--- src/rtl/fpc_pkg.sv ---
// Shared constants, status codes and the result record for the frame checker.
// No dependencies; every other file imports this package.
package fpc_pkg;

    localparam int unsigned HDR_BYTES       = 26;
    localparam int unsigned CRC_BYTES       = 4;
    localparam int unsigned MAX_PAYLOAD_DEF = 256;
    localparam int unsigned TAIL_DEPTH      = 4;
    localparam int unsigned CMP_W           = 18;

    localparam logic [31:0] CRC_POLY = 32'h82F6_3B78;
    localparam logic [31:0] CRC_INIT = 32'hFFFF_FFFF;

    localparam logic [7:0] EXP_MAJOR_RST = 8'd1;

    localparam logic KIND_PAYLOAD = 1'b0;
    localparam logic KIND_VERDICT = 1'b1;

    localparam logic [2:0] ST_OK        = 3'd0;
    localparam logic [2:0] ST_SHORT     = 3'd1;
    localparam logic [2:0] ST_TOO_LARGE = 3'd2;
    localparam logic [2:0] ST_BAD_VER   = 3'd3;
    localparam logic [2:0] ST_BAD_LEN   = 3'd4;
    localparam logic [2:0] ST_BAD_CRC   = 3'd5;

    typedef struct packed {
        logic        item_kind;
        logic [7:0]  payload_byte;
        logic [2:0]  status;
        logic [15:0] version;
        logic [7:0]  msg_type;
        logic [7:0]  flags;
        logic [15:0] declared_len;
        logic [31:0] sess_id;
        logic [31:0] sequence_res;
        logic [31:0] acknowledgement;
        logic [63:0] tx_stamp_us;
    } result_t;

endpackage

--- src/rtl/fpc_crc_step.sv ---
// One-byte step of the reflected CRC-32C, unrolled over eight bit positions.
// Depends on fpc_pkg for the polynomial.
module fpc_crc_step
    import fpc_pkg::*;
(
    input  logic [31:0] crc_in,
    input  logic [7:0]  data_in,
    output logic [31:0] crc_out
);

    always_comb
    begin
        logic [31:0] c;
        c = crc_in ^ {24'd0, data_in};
        for (int k = 0; k < 8; k++)
        begin
            c = (c >> 1) ^ (c[0] ? CRC_POLY : 32'd0);
        end
        crc_out = c;
    end

endmodule

--- src/rtl/fpc_frame.sv ---
// Frame state: byte counter, CRC register, tail delay line and header capture.
// Produces the result of each accepted byte. Depends on fpc_pkg, fpc_crc_step.
module fpc_frame
    import fpc_pkg::*;
#(
    parameter int unsigned MAX_PAYLOAD = MAX_PAYLOAD_DEF
)
(
    input  logic        clk,
    input  logic        rst_n,
    input  logic        accept,
    input  logic [7:0]  data_byte,
    input  logic        end_of_body,
    input  logic [7:0]  expected_major_version,
    output logic        emit,
    output result_t     res
);

    localparam int unsigned MAX_BODY = HDR_BYTES + MAX_PAYLOAD + CRC_BYTES;
    localparam int unsigned CNT_W    = $clog2(MAX_BODY + 1);

    logic [CNT_W-1:0] count_reg;
    logic [CNT_W-1:0] count_next;
    logic [31:0]      crc_reg;
    logic [31:0]      crc_next;
    logic [31:0]      crc_step;
    logic [7:0]       tail_reg [TAIL_DEPTH];
    logic [7:0]       hdr_reg  [HDR_BYTES];

    logic [CMP_W-1:0] n_ext;
    logic [CMP_W-1:0] size;
    logic [CMP_W-1:0] plen_ext;
    logic [15:0]      plen;
    logic [31:0]      rx_crc;
    logic             pass_byte;
    logic [2:0]       st;

    fpc_crc_step u_crc_step (
        .crc_in  (crc_reg),
        .data_in (tail_reg[TAIL_DEPTH-1]),
        .crc_out (crc_step)
    );

    assign plen     = {hdr_reg[5], hdr_reg[4]};
    assign n_ext    = CMP_W'(count_reg);
    assign size     = n_ext + CMP_W'(1);
    assign plen_ext = CMP_W'(plen);
    assign crc_next = (n_ext >= CMP_W'(TAIL_DEPTH)) ? crc_step : crc_reg;
    assign rx_crc   = {data_byte, tail_reg[0], tail_reg[1], tail_reg[2]};

    assign pass_byte = (n_ext >= CMP_W'(HDR_BYTES))
                    && (n_ext < CMP_W'(HDR_BYTES) + plen_ext)
                    && (n_ext < CMP_W'(HDR_BYTES + MAX_PAYLOAD));

    always_comb
    begin
        if (size < CMP_W'(HDR_BYTES + CRC_BYTES))
            st = ST_SHORT;
        else if (size > CMP_W'(MAX_BODY))
            st = ST_TOO_LARGE;
        else if (hdr_reg[1] != expected_major_version)
            st = ST_BAD_VER;
        else if (size != CMP_W'(HDR_BYTES + CRC_BYTES) + plen_ext)
            st = ST_BAD_LEN;
        else if ((crc_next ^ CRC_INIT) != rx_crc)
            st = ST_BAD_CRC;
        else
            st = ST_OK;
    end

    always_comb
    begin
        res  = '0;
        emit = 1'b0;
        if (end_of_body)
        begin
            emit          = 1'b1;
            res.item_kind = KIND_VERDICT;
            res.status    = st;
            if (st == ST_OK)
            begin
                res.version         = {hdr_reg[1], hdr_reg[0]};
                res.msg_type        = hdr_reg[2];
                res.flags           = hdr_reg[3];
                res.declared_len    = plen;
                res.sess_id         = {hdr_reg[9], hdr_reg[8], hdr_reg[7], hdr_reg[6]};
                res.sequence_res    = {hdr_reg[13], hdr_reg[12], hdr_reg[11], hdr_reg[10]};
                res.acknowledgement = {hdr_reg[17], hdr_reg[16], hdr_reg[15], hdr_reg[14]};
                res.tx_stamp_us     = {hdr_reg[25], hdr_reg[24], hdr_reg[23], hdr_reg[22],
                                       hdr_reg[21], hdr_reg[20], hdr_reg[19], hdr_reg[18]};
            end
        end
        else if (pass_byte)
        begin
            emit             = 1'b1;
            res.item_kind    = KIND_PAYLOAD;
            res.payload_byte = data_byte;
        end
    end

    always_comb
    begin
        if (end_of_body)
            count_next = '0;
        else if (count_reg < CNT_W'(MAX_BODY))
            count_next = count_reg + CNT_W'(1);
        else
            count_next = count_reg;
    end

    always_ff @(posedge clk or negedge rst_n)
    begin
        if (!rst_n)
        begin
            count_reg <= '0;
            crc_reg   <= CRC_INIT;
        end
        else if (accept)
        begin
            count_reg <= count_next;
            crc_reg   <= end_of_body ? CRC_INIT : crc_next;
        end
    end

    // advance delay line and capture header bytes
    always_ff @(posedge clk)
    begin
        if (accept && !end_of_body)
        begin
            tail_reg[0] <= data_byte;
            for (int i = 1; i < TAIL_DEPTH; i++)
            begin
                tail_reg[i] <= tail_reg[i-1];
            end
            for (int i = 0; i < HDR_BYTES; i++)
            begin
                if (n_ext == CMP_W'(i))
                    hdr_reg[i] <= data_byte;
            end
        end
    end

endmodule

--- src/rtl/framed_packet_checker_crc32c.sv ---
// Streaming frame checker with CRC-32C, top level.
// A result is registered and appears in the cycle after its byte is accepted.
// Throughput: one byte per cycle unless a result is held and out_ready is low.
// Reset (rst_n, async low) clears the counter, CRC, output valid and sets the
// expected major version to 1. No clearing pass is needed.
module framed_packet_checker_crc32c
    import fpc_pkg::*;
#(
    parameter int unsigned MAX_PAYLOAD = MAX_PAYLOAD_DEF
)
(
    input  logic        clk,
    input  logic        rst_n,
    input  logic        cfg_write_en,
    input  logic [7:0]  cfg_write_data,
    input  logic        in_valid,
    output logic        in_ready,
    input  logic [7:0]  data_byte,
    input  logic        end_of_body,
    output logic        out_valid,
    input  logic        out_ready,
    output logic        item_kind,
    output logic [7:0]  payload_byte,
    output logic [2:0]  status,
    output logic [15:0] version,
    output logic [7:0]  msg_type,
    output logic [7:0]  flags,
    output logic [15:0] declared_len,
    output logic [31:0] sess_id,
    output logic [31:0] sequence_res,
    output logic [31:0] acknowledgement,
    output logic [63:0] tx_stamp_us
);

    logic [7:0] exp_major_reg;
    logic       out_valid_reg;
    logic       out_valid_next;
    result_t    out_reg;
    result_t    res;
    logic       emit;
    logic       accept;

    assign in_ready = !out_valid_reg || out_ready;
    assign accept   = in_valid && in_ready;

    fpc_frame #(
        .MAX_PAYLOAD (MAX_PAYLOAD)
    ) u_frame (
        .clk                    (clk),
        .rst_n                  (rst_n),
        .accept                 (accept),
        .data_byte              (data_byte),
        .end_of_body            (end_of_body),
        .expected_major_version (exp_major_reg),
        .emit                   (emit),
        .res                    (res)
    );

    always_comb
    begin
        if (accept)
            out_valid_next = emit;
        else if (out_ready)
            out_valid_next = 1'b0;
        else
            out_valid_next = out_valid_reg;
    end

    always_ff @(posedge clk or negedge rst_n)
    begin
        if (!rst_n)
        begin
            exp_major_reg <= EXP_MAJOR_RST;
            out_valid_reg <= 1'b0;
        end
        else
        begin
            if (cfg_write_en)
                exp_major_reg <= cfg_write_data;
            out_valid_reg <= out_valid_next;
        end
    end

    // hold result until taken
    always_ff @(posedge clk)
    begin
        if (accept && emit)
            out_reg <= res;
    end

    assign out_valid       = out_valid_reg;
    assign item_kind       = out_reg.item_kind;
    assign payload_byte    = out_reg.payload_byte;
    assign status          = out_reg.status;
    assign version         = out_reg.version;
    assign msg_type        = out_reg.msg_type;
    assign flags           = out_reg.flags;
    assign declared_len    = out_reg.declared_len;
    assign sess_id         = out_reg.sess_id;
    assign sequence_res    = out_reg.sequence_res;
    assign acknowledgement = out_reg.acknowledgement;
    assign tx_stamp_us     = out_reg.tx_stamp_us;

endmodule

--- config.mk ---
export PLATFORM = sky130hd
export DESIGN_NAME = framed_packet_checker_crc32c
export DESIGN_NICKNAME = d
export VERILOG_FILES = /design/src/rtl/fpc_pkg.sv /design/src/rtl/fpc_crc_step.sv /design/src/rtl/fpc_frame.sv /design/src/rtl/framed_packet_checker_crc32c.sv
export SDC_FILE = /design/constraint.sdc
export NUM_CORES = 1
export LEC_CHECK = 0
export ABC_AREA = 1
export BUFFER_PORTS_ARGS = -buffer_cell sky130_fd_sc_hd__buf_4
export CAP_MARGIN = 10
export CORE_MARGIN = 3
export CORE_UTILIZATION = 51
export CTS_CLUSTER_DIAMETER = 100
export DETAILED_ROUTE_END_ITERATION = 10
export PLACE_DENSITY = 0.77
export SLEW_MARGIN = 20
export SYNTH_ARGS = -nofsm -noshare
export SYNTH_HDL_FRONTEND = slang
export SYNTH_HIERARCHICAL = 1
export SYNTH_SLANG_ARGS = --single-unit
--- constraint.sdc ---
create_clock -name clk -period 10.9 [get_ports clk]
set_clock_uncertainty 0.2 [all_clocks]
set_input_delay 0 -clock clk [delete_from_list [all_inputs] [get_ports clk]]
set_output_delay 0 -clock clk [all_outputs]
set_load 0.05 [all_outputs]
=== After elaboration in Yosys (flattened, before gate mapping) ===
Memory sizes are Yosys's and may differ from the RTL's. A register that Yosys moved wholly into a read port is not among the register bits.
Index checks and enable logic that the tools add are counted.

* Register bits after elaboration: 94
* Memory bits (writable): 240
* Bits of input ports: 22
* Output and inout bits: 222
* Word-level logic and storage cells: 300
* Memories kept: 2

* Add/subtract/negate cells: 4
* Order comparisons: 7
* Equality and inequality tests: 28
* Mux-type cells: 176
* Bitwise operators: 11
* Reduce and logical (&&, ||, !) cells: 63

{| class="wikitable"
|+ Memories
! name !! depth !! width !! rd ports !! clocked after memory_dff !! wr ports !! RTL line !! RTL
|-
| u_frame.hdr_reg || 26 || 8 || 26 || 23 || 1 || fpc_frame.sv:28 || <nowiki>logic [7:0] hdr_reg [HDR_BYTES];</nowiki>
|-
| u_frame.tail_reg || 4 || 8 || 4 || 0 || 4 || fpc_frame.sv:27 || <nowiki>logic [7:0] tail_reg [TAIL_DEPTH];</nowiki>
|}

{| class="wikitable"
|+ Operators with widths
! kind !! number
|-
| $mux W32 || 10
|-
| $xor A31 B32 Y32 || 8
|-
| $mux W8 || 25
|-
| $reduce_or A8 Y1 || 25
|-
| $mux W5 || 25
|-
| $mux W1 || 109
|-
| $eq A9 B5 Y1 const B || 10
|-
| $eq A9 B4 Y1 const B || 8
|-
| $eq A9 B3 Y1 const B || 4
|-
| $add A5 B16 Y17 const A || 2
|-
| $ne A32 B32 Y1 || 1
|-
| $not A32 Y32 || 1
|-
| $xor A32 B8 Y32 || 1
|-
| $logic_not A1 Y1 || 25
|-
| $eq A9 B2 Y1 const B || 2
|-
| $gt A18 B9 Y1 const B || 1
|-
| $logic_not A18 Y1 || 1
|-
| $lt A18 B5 Y1 const B || 1
|-
| $lt A9 B18 Y1 || 1
|-
| $lt A9 B9 Y1 const B || 2
|-
| $mux W9 || 2
|-
| $ne A18 B18 Y1 || 1
|-
| $mux W3 || 5
|-
| $add A9 B1 Y10 const B || 1
|-
| other kinds (12) || 18
|}

=== Depth between registers and ports, before layout ===
Gate-level depths: netlist of run 1.

* Depth after elaboration: 32
* Gate-level depth with buffers: 27

=== Cells and area by module ===
Netlist of run 1, hierarchy kept.

{| class="wikitable"
|+ By module, submodules not included
! module !! times used !! cells an instance !! area each (µm²) !! sequential area each (µm²)
|-
| fpc_frame || 1 || 1489 || 13977.2 || 8272.9
|-
| framed_packet_checker_crc32c || 1 || 262 || 6975.4 || 6832.8
|-
| fpc_crc_step || 1 || 324 || 1791.7 || 0.0
|}

=== Least setup slack after synthesis of run 1 ===
OpenSTA, ideal clock, no wires.

* Path kind: register -> register
* Start point: memory u_frame.hdr_reg[4][1], in the netlist u_frame/hdr_reg[2][1]
* End point: register, netlist name acknowledgement[0]
* Data arrival time: 10976 ps
* Setup slack: -1081 ps
* Stages on the path, launching flop included: 16
* Clock period less this slack: 11981 ps
* Path through: edfxtp_1 > inv_1 > ha_1 > inv_1 > ha_1 > a21oi_1 > o21bai_1 > a21oi_1 > o21ai_0 > nand3_1 > nand2_1 > nand2_1 > o21ai_1 > nand2_1 > inv_1 > nor2_1

{| class="wikitable"
|+ RTL lines
! element !! RTL line
|-
| start, declared || fpc_frame.sv:28
|}

=== Final worst setup path of run 1 ===
* Start point: register u_frame.crc_reg[1]
* End point: register out_reg, in the netlist declared_len[1], data pin

* Longest elaborated chain between the ends: 21
* Elaborated cells on any way between the ends: 23
* Classes of those cells: eq/ne: 1; mux: 10; bitwise: 10; reduce/logical: 2

{| class="wikitable"
|+ Ends and longest elaborated chain
! element !! RTL line !! RTL
|-
| start, declared || fpc_frame.sv:24 || <nowiki>logic [31:0] crc_reg;</nowiki>
|-
| start signal, assigned || fpc_frame.sv:121 || <nowiki>crc_reg <= end_of_body ? CRC_INIT : crc_next;</nowiki>
|-
| $xor A32 B8 Y32 || fpc_crc_step.sv:14 || <nowiki>c = crc_in ^ {24'd0, data_in};</nowiki>
|-
| $xor A31 B32 Y32 || fpc_crc_step.sv:17 || <nowiki>c = (c >> 1) ^ (c[0] ? CRC_POLY : 32'd0);</nowiki>
|-
| $mux W32 || fpc_crc_step.sv:17 ||
|-
| $xor A31 B32 Y32 (6 in series) || fpc_crc_step.sv:17 ||
|-
| $mux W32 || fpc_crc_step.sv:17 ||
|-
| $xor A31 B32 Y32 || fpc_crc_step.sv:17 ||
|-
| net u_frame.crc_step[31] || fpc_frame.sv:26 || <nowiki>logic [31:0] crc_step;</nowiki>
|-
| $mux W32 || fpc_frame.sv:48 || <nowiki>assign crc_next = (n_ext >= CMP_W'(TAIL_DEPTH)) ? crc_step : crc_reg;</nowiki>
|-
| $not A32 Y32 (no source line) || - ||
|-
| $ne A32 B32 Y1 || fpc_frame.sv:65 || <nowiki>else if ((crc_next ^ CRC_INIT) != rx_crc)</nowiki>
|-
| $mux W3 || fpc_frame.sv:65 ||
|-
| $mux W3 || fpc_frame.sv:63 || <nowiki>else if (size != CMP_W'(HDR_BYTES + CRC_BYTES) + plen_ext)</nowiki>
|-
| $mux W3 || fpc_frame.sv:61 || <nowiki>else if (hdr_reg[1] != expected_major_version)</nowiki>
|-
| $mux W3 || fpc_frame.sv:59 || <nowiki>else if (size > CMP_W'(MAX_BODY))</nowiki>
|-
| $mux W3 || fpc_frame.sv:57 || <nowiki>if (size < CMP_W'(HDR_BYTES + CRC_BYTES))</nowiki>
|-
| $logic_not A3 Y1 || fpc_frame.sv:80 || <nowiki>if (st == ST_OK)</nowiki>
|-
| $reduce_and A2 Y1 (no source line) || - ||
|-
| end signal, assigned || framed_packet_checker_crc32c.sv:88 || <nowiki>out_reg <= res;</nowiki>
|-
| end, declared || framed_packet_checker_crc32c.sv:38 || <nowiki>result_t out_reg;</nowiki>
|}

The timed path passes the listed nets, and every way through them passes these cells.
A chain may end at the register's enable or synchronous reset.

==> impl_metrics.py, run 1 <==
metrics = {
    "synthesis": {
        "average_size_of_a_mapped_cell_sq_um": 11.0,
        "synth.yosys.seq_area_share_pct": 66.4,
        "yosys_warning_count": 6,
        "yosys-top-cells-area": "edfxtp_1, nand2_1, inv_1",
        "synthDominantAreaCellType": "edfxtp_1",
        "synthDominantCellAreaShare_pct": 60.7,
        "yosysUniqueCellTypes": 41,
        "syn-cell-area_sq_um": 22700,
        "postSynthRegisterBits": 510,
        "synth_cells": 2075,
    },
    "place": {
        "placement.setup.worst_slack_ps": 6320,
        "placement.cell_area_sq_um": 25000,
        "globalplace.congestion": 0.930,
        "hpwl_detailed_microns": 37300,
        "portBuffers": 243,
    },
    "grt": {
        "grt_pass1_vias": 14900,
        "grt_overflow_total": 0,
        "maximum_number_of_pins_on_one_net_before_global_route_repair": 194,
        "global_route.usage.total_pct": 24.0,
        "grt_pass1_wl_microns": 86500,
        "grt_antenna_before_repair": 0,
    },
    "setup_path": {
        "r2r_cells": 23,
        "cp-end-kind": "register",
        "worst-setup-path-type": "reg -> reg",
        "setup_slack_of_the_most_critical_reg_to_reg_path_ps": 6540,
        "crit_path_start_kind": "register",
        "crit_required_ps": 11000,
        "critical_path_at_ps": 4460,
        "r2r_start": "u_frame/crc_reg[1]",
        "cp-endpoint": "declared_len[1]",
        "worstPathMaxFanout": 121,
        "setup.worst_path.start": "u_frame/crc_reg[1]",
        "worst_r2r_endpoint": "declared_len[1]",
    },
    "timing": {
        "max_freq_mhz": 229,
        "timing.final.max_slew_violations": 0,
        "holdWs_ps": 77.6,
        "finalSetupViolations": 0,
        "timing_worst_slew_pin_value_ps": 1080,
        "final_min_period_over_clock_period_pct": 40.0,
        "finalHoldViolCount": 0,
        "final_critical_path_setup_slack_ps": 6540,
        "rsz0062_at_grt": "no",
        "timing.setup.tns_ps": 0,
        "slew_headroom_pct": 27.5,
        "finalWorstPathRequiredPeriod_ps": 4360,
    },
    "cells_and_area": {
        "fin_nets": 2422,
        "insertedDiodeCount": 0,
        "post-route-util_pct": 62.2,
        "areaGrowthSynthToFinish_pct": 19.1,
        "final_layout_size_suffix_gt1_share_pct": 22.0,
        "largest_register_ff_count": 208,
        "postLayoutCellArea_sq_um": 27100,
    },
    "run_status": {
        "run_status": "completed",
    },
    "floorplanning": {
        "number_of_i_o_pins": 244,
        "placement_rows": 76,
        "starting_density_of_the_core_pct": 52.2,
        "die-area_sq_um": 47200,
        "design.core.area_sq_um": 43600,
        "floorplan.die.width_microns": 217,
        "die_y_microns": 217,
    },
    "cts": {
        "number_of_instances_resized_during_post_cts_repair": 0,
        "clkSlewWorstSetupHoldPaths_ps": 70,
        "clkLatencyLatePin_ps": 600,
        "tritoncts_num_sinks": 510,
        "cts-buffers-inserted": 51,
        "max-clock-path-buffers": 3,
        "cts_tree": "yes",
        "cts_root_cell": "clkbuf_16",
        "cts_htree_levels": 2,
        "cts_setup_buffers": 0,
    },
    "routing": {
        "initialDrtViolationCount": 1524,
        "wl_microns": 57300,
        "detail-route-antenna-nets": 0,
        "drc": 0,
        "avgRoutedWirePerCell_microns": 19.1,
        "dr.pass1.iters": 6,
        "routed-via-count": 15400,
        "routed_via_density": 5.10,
    },
    "pwr": {
        "worst_ir_drop_vdd_v": 0.000125,
        "p_leak_nw": 11.8,
        "power_per_cell_area_nw_per_um2": 178,
    },
    "min_path": {
        "classification_of_the_worst_slack_hold_path": "in -> async",
    },
    "job": {
        "max-cap-violations": 0,
    },
}
cells in the mapped netlist, drive strengths merged:
master / n
xnor2: 14
nor4: 2
nor2: 300
o21bai: 2
nand4: 16
buf: 40
edfxtp: 460
o22ai: 33
o32ai: 1
nand2: 525
dfstp: 33
dfrtp: 17
xor2: 60
nand3: 96
o211ai: 5
o2111ai: 1
nor3: 15
or2: 2
clkbuf: 12
inv: 377
nand3b: 5
ha: 15
a21oi: 9
o21ai: 34
conb: 1
what timing repair did:
item,CTS,global route
endpoints found under the setup margin,0,0
hold buffers,47,0
hold endpoints to repair,345,0
where the power goes:
group,internal (mW),leakage [nW],switching (mW),total [mW]
clock,0.908,0.760,0.725,1.63
combinational,0.274,6.19,0.643,0.917
sequential,2.22,4.85,0.0576,2.28
logic make-up (layout without fill, tap and decap cells):
logic type | count (synthesis) | in the layout | share of synthesized area [%]
other | 1 | 7 | 0.0165
AO/OA/AOI/OAI | 85 | 85 | 2.19
flip-flops | 510 | 510 | 66.4
XOR/XNOR | 74 | 74 | 2.92
adder cells (fa/ha/maj) | 15 | 15 | 0.825
AND/OR/NAND/NOR | 961 | 961 | 19.4
buffers and inverters | 429 | 773 | 8.26
per-stage QoR:
stage | cells | total power [mW]
after floorplan | 2081 | 2.96
after global placement | 2867 | 3.18
after detailed placement | 2868 | 3.20
after CTS | 3008 | 4.85
after global routing | 3010 | 5.03
final | 3010 | 4.83
worst min-delay path by stage:
stage,start,to,cells after the start
2_1_floorplan,rst_n,exp_major_reg[1],0
6_report,rst_n,exp_major_reg[0],2
5_1_grt,end_of_body,item_kind,2
4_1_cts,rst_n,exp_major_reg[0],2
3_3_place_gp,rst_n,exp_major_reg[4],1
3_5_place_dp,rst_n,out_valid,1
layout make-up:
type	instances	area [sq um]
fillers	3293	16500
flip-flops and latches	510	15100
multi-input cells	1142	5820
repair buffers	303	2460
inverters	377	1420
clock buffers	62	1350
well taps	585	732
clock inverters	31	219
worst max-delay path, stage by stage, from the launching register on:
cell     delay [ps]
dfstp_2         560
inv_1            70
nand2_1          90
nand2_2         220
nand2_1         130
nand2_1         130
nand2_8         130
nand3_1         150
nand2_4         250
nand2_2          80
nand3_1          80
nand2_1         120
nand2_1         120
nand2_1          80
nand2_1          60
nand2_1          90
nand4_1          90
nor2_1           60
nand2_1          80
nor2_2           70
nand4_4          70
buf_12          320
buf_16          490
nor2_1          110
layer usage:
metal  share of wire, %  global-route usage, %  up-vias
met2                 49                   40.4      620
met1                 42                   32.1     7386
met5                  0                      0        -
met3                6.8                   3.38      103
met4                3.2                   8.63        0
li1                   -                      -     7253
cells in the final DEF (no fill, tap or decap), types with 19 or more instances in the layout:
cell type and count:
buf_4 250, clkbuf_16 52, dfstp_2 33, dlygate4sd3_1 47, edfxtp_1 460, inv_1 369
nand2_1 480, nand2_2 24, nand2_4 19, nand3_1 95, nor2_1 192, nor2_2 93
o21ai_0 30, o22ai_1 33, xor2_1 59
Note: power is estimated with default switching activity, not from simulation.
==> run 2, diff against run 1 <==
--- a/config.mk
+++ b/config.mk
@@ -5,14 +5,14 @@
 export SDC_FILE = /design/constraint.sdc
 export NUM_CORES = 1
 export LEC_CHECK = 0
-export ABC_AREA = 1
+export ABC_AREA = 0
 export BUFFER_PORTS_ARGS = -buffer_cell sky130_fd_sc_hd__buf_4
 export CAP_MARGIN = 10
 export CORE_MARGIN = 3
 export CORE_UTILIZATION = 51
 export CTS_CLUSTER_DIAMETER = 100
 export DETAILED_ROUTE_END_ITERATION = 10
-export PLACE_DENSITY = 0.77
+export PLACE_DENSITY = 0.74
 export SLEW_MARGIN = 20
 export SYNTH_ARGS = -nofsm -noshare
 export SYNTH_HDL_FRONTEND = slang
==> constraint.sdc (replaced) <==
create_clock -name clk -period 4.1 [get_ports clk]
set_clock_uncertainty 0.2 [all_clocks]
set_input_delay 0 -clock clk [delete_from_list [all_inputs] [get_ports clk]]
set_output_delay 0 -clock clk [all_outputs]
set_load 0.05 [all_outputs]
==> impl_metrics.py, run 2 <==
metrics = {
    "cells_and_area": {
        "insertedDiodeCount": 0,
        "largest_register_ff_count": 208,
        "areaGrowthSynthToFinish_pct": 26.0,
        "final_layout_size_suffix_gt1_share_pct": 30.8,
        "final.fill_count": 2709,
        "highest_count_cells_in_the_layout_ignoring_fill_and_taps": "edfxtp_1, buf_4, and3_1",
        "fin_nets": 1763,
        "ff_latch_area_sq_um": 15100,
        "multi_input_gate_area_sq_um": 6130,
        "postLayoutCellArea_sq_um": 26900,
        "layout.cells.most_common": "edfxtp_1",
    },
    "setup_path": {
        "worstPathMaxFanout": 7,
        "worst-setup-path-type": "reg -> reg",
        "crit_required_ps": 4320,
        "critical_path_at_ps": 4620,
        "crit_path_start_kind": "register",
        "cp-end-kind": "register",
    },
    "synthesis": {
        "ys.flop_type": "edfxtp_1",
        "async_flop_share_pct": 9.80,
        "synth.yosys.seq_area_share_pct": 70.7,
        "yosys-top-cells-area": "edfxtp_1, and3_1, dfstp_2",
        "synthDominantAreaCellType": "edfxtp_1",
        "yosysUniqueCellTypes": 66,
        "number_of_flops_mapped_to_enable_cells_by_yosys": 460,
        "synthDominantCellAreaShare_pct": 64.7,
        "postSynthRegisterBits": 510,
        "post-synth-top-count-cell": "edfxtp_1",
        "synth_cells": 1386,
        "leading_cell_types_by_count_after_synthesis": "edfxtp_1, and3_1, xnor2_1, nor2b_1, nand4b_1",
        "syn-cell-area_sq_um": 21400,
        "yosys_warning_count": 6,
        "average_size_of_a_mapped_cell_sq_um": 15.4,
    },
    "floorplanning": {
        "placement_rows": 74,
        "floorplan.die.width_microns": 211,
        "design.core.area_sq_um": 41100,
        "die_y_microns": 211,
        "number_of_i_o_pins": 244,
        "die-area_sq_um": 44400,
        "starting_density_of_the_core_pct": 52.0,
    },
    "timing": {
        "final_min_period_over_clock_period_pct": 107,
        "timing_worst_slew_pin_value_ps": 1160,
        "rsz0062_at_grt": "yes",
        "final_critical_path_setup_slack_ps": -295,
        "slew_headroom_pct": 22.3,
        "finalHoldViolCount": 0,
        "finalWorstPathRequiredPeriod_ps": 4390,
        "timing.final.max_slew_violations": 0,
        "max_freq_mhz": 228,
        "finalSetupViolations": 202,
    },
    "cts": {
        "clkLatencyLatePin_ps": 570,
        "cts_tree": "yes",
        "max-clock-path-buffers": 3,
        "cts-buffers-inserted": 48,
        "cts_root_cell": "clkbuf_16",
        "clkSlewWorstSetupHoldPaths_ps": 70,
        "cts_htree_levels": 2,
        "tritoncts_num_sinks": 510,
    },
    "pwr": {
        "worst_ir_drop_vdd_v": 0.000369,
        "power_per_cell_area_nw_per_um2": 452,
        "power.total_mw": 12.2,
        "p_leak_nw": 10.6,
    },
    "place": {
        "portBuffers": 243,
        "globalplace.congestion": 0.876,
        "hpwl_detailed_microns": 32000,
        "placement.cell_area_sq_um": 24200,
    },
    "grt": {
        "grt_overflow_total": 0,
        "maximum_number_of_pins_on_one_net_before_global_route_repair": 87,
        "grt_pass1_vias": 12900,
        "grt_pass1_wl_microns": 78500,
        "global_route.usage.total_pct": 23.2,
        "grt_antenna_before_repair": 0,
    },
    "routing": {
        "initialDrtViolationCount": 1416,
        "wl_microns": 55000,
        "routed-via-count": 13500,
        "drc": 0,
        "detail-route-antenna-nets": 0,
        "routed_via_density": 5.91,
        "avgRoutedWirePerCell_microns": 24.0,
        "dr.pass1.iters": 7,
    },
    "min_path": {
        "classification_of_the_worst_slack_hold_path": "in -> async",
    },
    "run_status": {
        "run_status": "complete, but fails checks",
        "violations_in_the_final_reports": "negative setup slack",
    },
    "job": {
        "max-cap-violations": 0,
    },
}
run 2: changes by cell type in the layout (fill, tap and decap cells not counted), sizes merged, moves of 30 or more:
| cell | before | now |
|---|---|---|
| nand2 | 525 | 21 |
| buf | 256 | 345 |
| nor2b | 0 | 54 |
| nand4b | 0 | 49 |
| xnor2 | 14 | 71 |
| o22a | 0 | 32 |
| nor2 | 300 | 21 |
| inv | 378 | 11 |
| and3 | 0 | 219 |
| nand3 | 96 | 40 |
| xor2 | 60 | 30 |
run 2: worst max-delay path, cell delays in order, from the launching register on:
cell,delay (ps)
dfstp_2,580
xnor2_4,160
xnor3_2,590
buf_6,200
xnor2_4,150
xnor2_2,150
buf_4,140
nor2b_1,170
o22ai_1,120
nand3_1,90
o2111ai_1,100
or4_4,570
and4bb_4,330
buf_12,180
buf_12,160
buf_16,130
and3_1,220
run 2: final cells by class:
type / instances / area share (%)
well taps: 532 / 2.47
inverters: 9 / 0.126
repair buffers: 384 / 12.7
clock buffers: 60 / 4.79
flip-flops and latches: 510 / 56.1
clock inverters: 26 / 0.972
multi-input cells: 773 / 22.8
run 2: worst paths after layout:
kind / slack (ps) / start / depth (start not counted) / to
hold / removal: 110 / rst_n / 2 / exp_major_reg[0]
setup reg to reg: -290 / u_frame/crc_reg[7] / 16 / tx_stamp_us[13]
hold reg to reg: 280 / u_frame/tail_reg[2][2] / 0 / u_frame/tail_reg[3][2]
setup / recovery: -290 / u_frame/crc_reg[7] / 16 / tx_stamp_us[13]
max in group asynchronous: 2180 / rst_n / 3 / exp_major_reg[4]
min in group clk: 130 / data_byte[3] / 2 / u_frame/tail_reg[0][3]
run 2: kinds of logic after synthesis:
group / share of synthesized area, %
compound gates: 4.88
xor+xnor: 5.56
fa+ha+maj: 0.879
buf+inv: 2.99
flops: 70.7
mux: 0.756
other cells: 0.0176
simple gates: 14.2
run 2: power by group:
part           internal (mW)  switching (mW)
sequential              5.81          0.0897
clock                   2.50            1.90
combinational          0.837            1.03
run 2: per-layer routing:
| layer | global-route usage (%) | wire length, microns | vias to the layer above |
|---|---|---|---|
| met5 | 0 | 0 | - |
| met1 | 30.6 | 21000 | 6762 |
| li1 | - | - | 6002 |
| met4 | 8.08 | 1710 | 0 |
| met2 | 40.0 | 28300 | 673 |
| met3 | 3.31 | 3920 | 111 |
run 2: stage by stage:
stage          std cells  hold slack (ps)  worst slack (ps)  util, %  setup TNS, ps
2_1_floorplan       1392             -496             -1840        -        -405260
3_3_place_gp        2146            -82.6              -187     58.7         -31420
3_5_place_dp        2146            -81.5              -233     58.7         -35080
4_1_cts             2274              105              -113     64.0          -7570
5_1_grt             2294              119              -356     65.5         -54100
6_report            2294              112              -295     65.5         -36380
run 2: what timing repair did:
action,4_1_cts,5_1_grt
endpoints found under the setup margin,202,202
buffers inserted,10,8
hold endpoints to repair,305,0
gates cloned,1,12
hold buffers,31,0
resized for setup,26,49
pin swaps,7,24
==> run 3, diff against run 2 <==
--- a/config.mk
+++ b/config.mk
@@ -8,6 +8,7 @@
 export ABC_AREA = 0
 export BUFFER_PORTS_ARGS = -buffer_cell sky130_fd_sc_hd__buf_4
 export CAP_MARGIN = 10
+export CORE_ASPECT_RATIO = 1.75
 export CORE_MARGIN = 3
 export CORE_UTILIZATION = 51
 export CTS_CLUSTER_DIAMETER = 100
==> impl_metrics.py, run 3 (same netlist as run 2, synthesis figures left out) <==
metrics = {
    "floorplanning": {
        "placement_rows": 98,
        "number_of_i_o_pins": 244,
        "floorplan.die.width_microns": 161,
        "design.core.area_sq_um": 41100,
        "die_y_microns": 277,
        "die-area_sq_um": 44500,
        "starting_density_of_the_core_pct": 52.0,
    },
    "timing": {
        "finalWorstPathRequiredPeriod_ps": 4250,
        "final_critical_path_setup_slack_ps": -154,
        "finalSetupViolations": 199,
        "timing.setup.tns_ps": -15060,
        "max_freq_mhz": 235,
        "timing.final.max_slew_violations": 0,
        "rsz0062_at_grt": "yes",
        "slew_headroom_pct": 53.8,
        "timing_worst_slew_pin_value_ps": 690,
        "final_min_period_over_clock_period_pct": 104,
        "finalHoldViolCount": 0,
    },
    "place": {
        "globalplace.congestion": 0.929,
        "portBuffers": 243,
        "hpwl_detailed_microns": 34500,
        "placement.setup.worst_slack_ps": -336,
    },
    "setup_path": {
        "critical_path_at_ps": 4460,
        "r2r_start": "u_frame/crc_reg[3]",
        "worstPathMaxFanout": 46,
        "setup.worst_path.start": "u_frame/crc_reg[3]",
        "cp-end-kind": "register",
        "crit_required_ps": 4310,
        "crit_path_start_kind": "register",
        "worst-setup-path-type": "reg -> reg",
    },
    "cts": {
        "cts-buffers-inserted": 43,
        "cts_htree_levels": 2,
        "cts_tree": "yes",
        "tritoncts_num_sinks": 510,
        "cts_root_cell": "clkbuf_16",
        "clkSlewWorstSetupHoldPaths_ps": 70,
        "clkLatencyLatePin_ps": 570,
        "max-clock-path-buffers": 3,
    },
    "routing": {
        "avgRoutedWirePerCell_microns": 23.4,
        "routed_via_density": 5.86,
        "routed-via-count": 13500,
        "wl_microns": 54100,
        "dr.pass1.iters": 5,
        "detail-route-antenna-nets": 0,
        "drc": 0,
        "initialDrtViolationCount": 1151,
    },
    "pwr": {
        "power_per_cell_area_nw_per_um2": 436,
        "power.total_mw": 11.6,
        "power.combinational.fraction_pct": 16.5,
        "worst_ir_drop_vdd_v": 0.000284,
        "clock_power_share_pct": 32.5,
        "switchingPower_mw": 2.92,
        "power.share.switching_pct": 25.3,
        "p_leak_nw": 10.4,
        "power.share.sequential_pct": 51.0,
        "intPower_mw": 8.64,
    },
    "cells_and_area": {
        "largest_register_ff_count": 208,
        "insertedDiodeCount": 0,
        "final.fill_count": 2789,
        "final_layout_size_suffix_gt1_share_pct": 29.8,
        "fin_nets": 1767,
        "layout.cells.most_common": "edfxtp_1",
        "areaGrowthSynthToFinish_pct": 24.0,
        "highest_count_cells_in_the_layout_ignoring_fill_and_taps": "edfxtp_1, buf_4, and3_1",
    },
    "grt": {
        "global_route.usage.total_pct": 23.1,
        "use_met1_pct": 24.7,
        "grtUsageMet2_pct": 43.7,
        "grt_overflow_total": 0,
        "grt.busiest_layer": "met2",
        "grt_antenna_before_repair": 0,
        "grt_pass1_wl_microns": 78800,
        "globalRouteMet3Util_pct": 2.75,
        "maximum_number_of_pins_on_one_net_before_global_route_repair": 73,
        "grt_pass1_vias": 13300,
    },
    "run_status": {
        "violations_in_the_final_reports": "negative setup slack",
        "run_status": "complete, but fails checks",
    },
    "min_path": {
        "classification_of_the_worst_slack_hold_path": "in -> async",
    },
    "job": {
        "max-cap-violations": 0,
    },
}
==> run 3: changes by cell type in the layout (fill, tap and decap cells not counted), sizes merged <==
cell | before | now
inv | 11 | 13
dlygate4sd3 | 31 | 30
buf | 345 | 361
bufinv | 4 | 0
clkinvlp | 5 | 3
clkbuf | 68 | 54
clkinv | 15 | 17
==> run 3: metal layers <==
metal | vias to the layer above | share of wire (%)
met4 | 0 | 6.0
met5 | - | 0
li1 | 5991 | -
met1 | 6723 | 34
met2 | 661 | 54
met3 | 173 | 6.1
==> run 3: worst max-delay path, cell delays in order, from the launching register on <==
cell	delay, ps
dfstp_2	590
xnor2_4	130
buf_6	120
xnor3_2	550
xnor2_4	190
buf_4	160
xnor2_4	140
nor2b_1	170
o22ai_1	100
nand3_1	130
o2111ai_1	140
or4_4	500
and4bb_4	370
buf_12	160
buf_16	190
and3_1	210
==> run 3: through the flow <==
stage               hold WS, ps  util [%]  area (sq um)  std cells
finish                     98.3      64.5         26500       2311
global placement          -90.5      59.1         24300       2181
CTS                        94.5      63.6         26100       2299
floorplan                  -496         -         21400       1392
detailed placement        -81.4      59.1         24300       2181
global route                126      64.5         26500       2311
==> run 3: area by class of cell <==
cell class	count	area [sq um]	share of cell area, %
inverters	9	33.8	0.128
well taps	550	688	2.60
multi-input cells	773	6050	22.8
flip-flops and latches	510	15100	57.0
repair buffers	393	3340	12.6
clock buffers	52	1120	4.23
clock inverters	24	151	0.571
==> run 3: path summary, 6_finish.rpt <==
path / slack, ps / depth (start not counted) / to
max: -150 / 15 / sess_id[12]
min: 100 / 2 / u_frame/crc_reg[10]
max reg2reg: -150 / 15 / sess_id[12]
min reg2reg: 290 / 0 / u_frame/tail_reg[2][2]
max in group asynchronous: 3410 / 3 / exp_major_reg[2]
min in group clk: 110 / 4 / out_valid
==> run 3: power by group through the flow <==
stage | logic (mW) | registers [mW] | clock network [mW]
2_1_floorplan | 0.763 | 6.23 | 0
3_3_place_gp | 1.59 | 5.99 | 0
3_5_place_dp | 1.62 | 6.00 | 0
4_1_cts | 1.72 | 5.89 | 3.81
5_1_grt | 2.01 | 5.90 | 3.97
6_report | 1.91 | 5.89 | 3.76
==> run 3: what timing repair did <==
item / in CTS / in global routing
cloned: 1 / 2
hold buffers: 31 / 0
gates resized for setup: 19 / 31
hold endpoints to repair: 323 / 0
endpoints found under the setup margin: 202 / 370
pin swaps: 4 / 6
setup buffers: 10 / 11
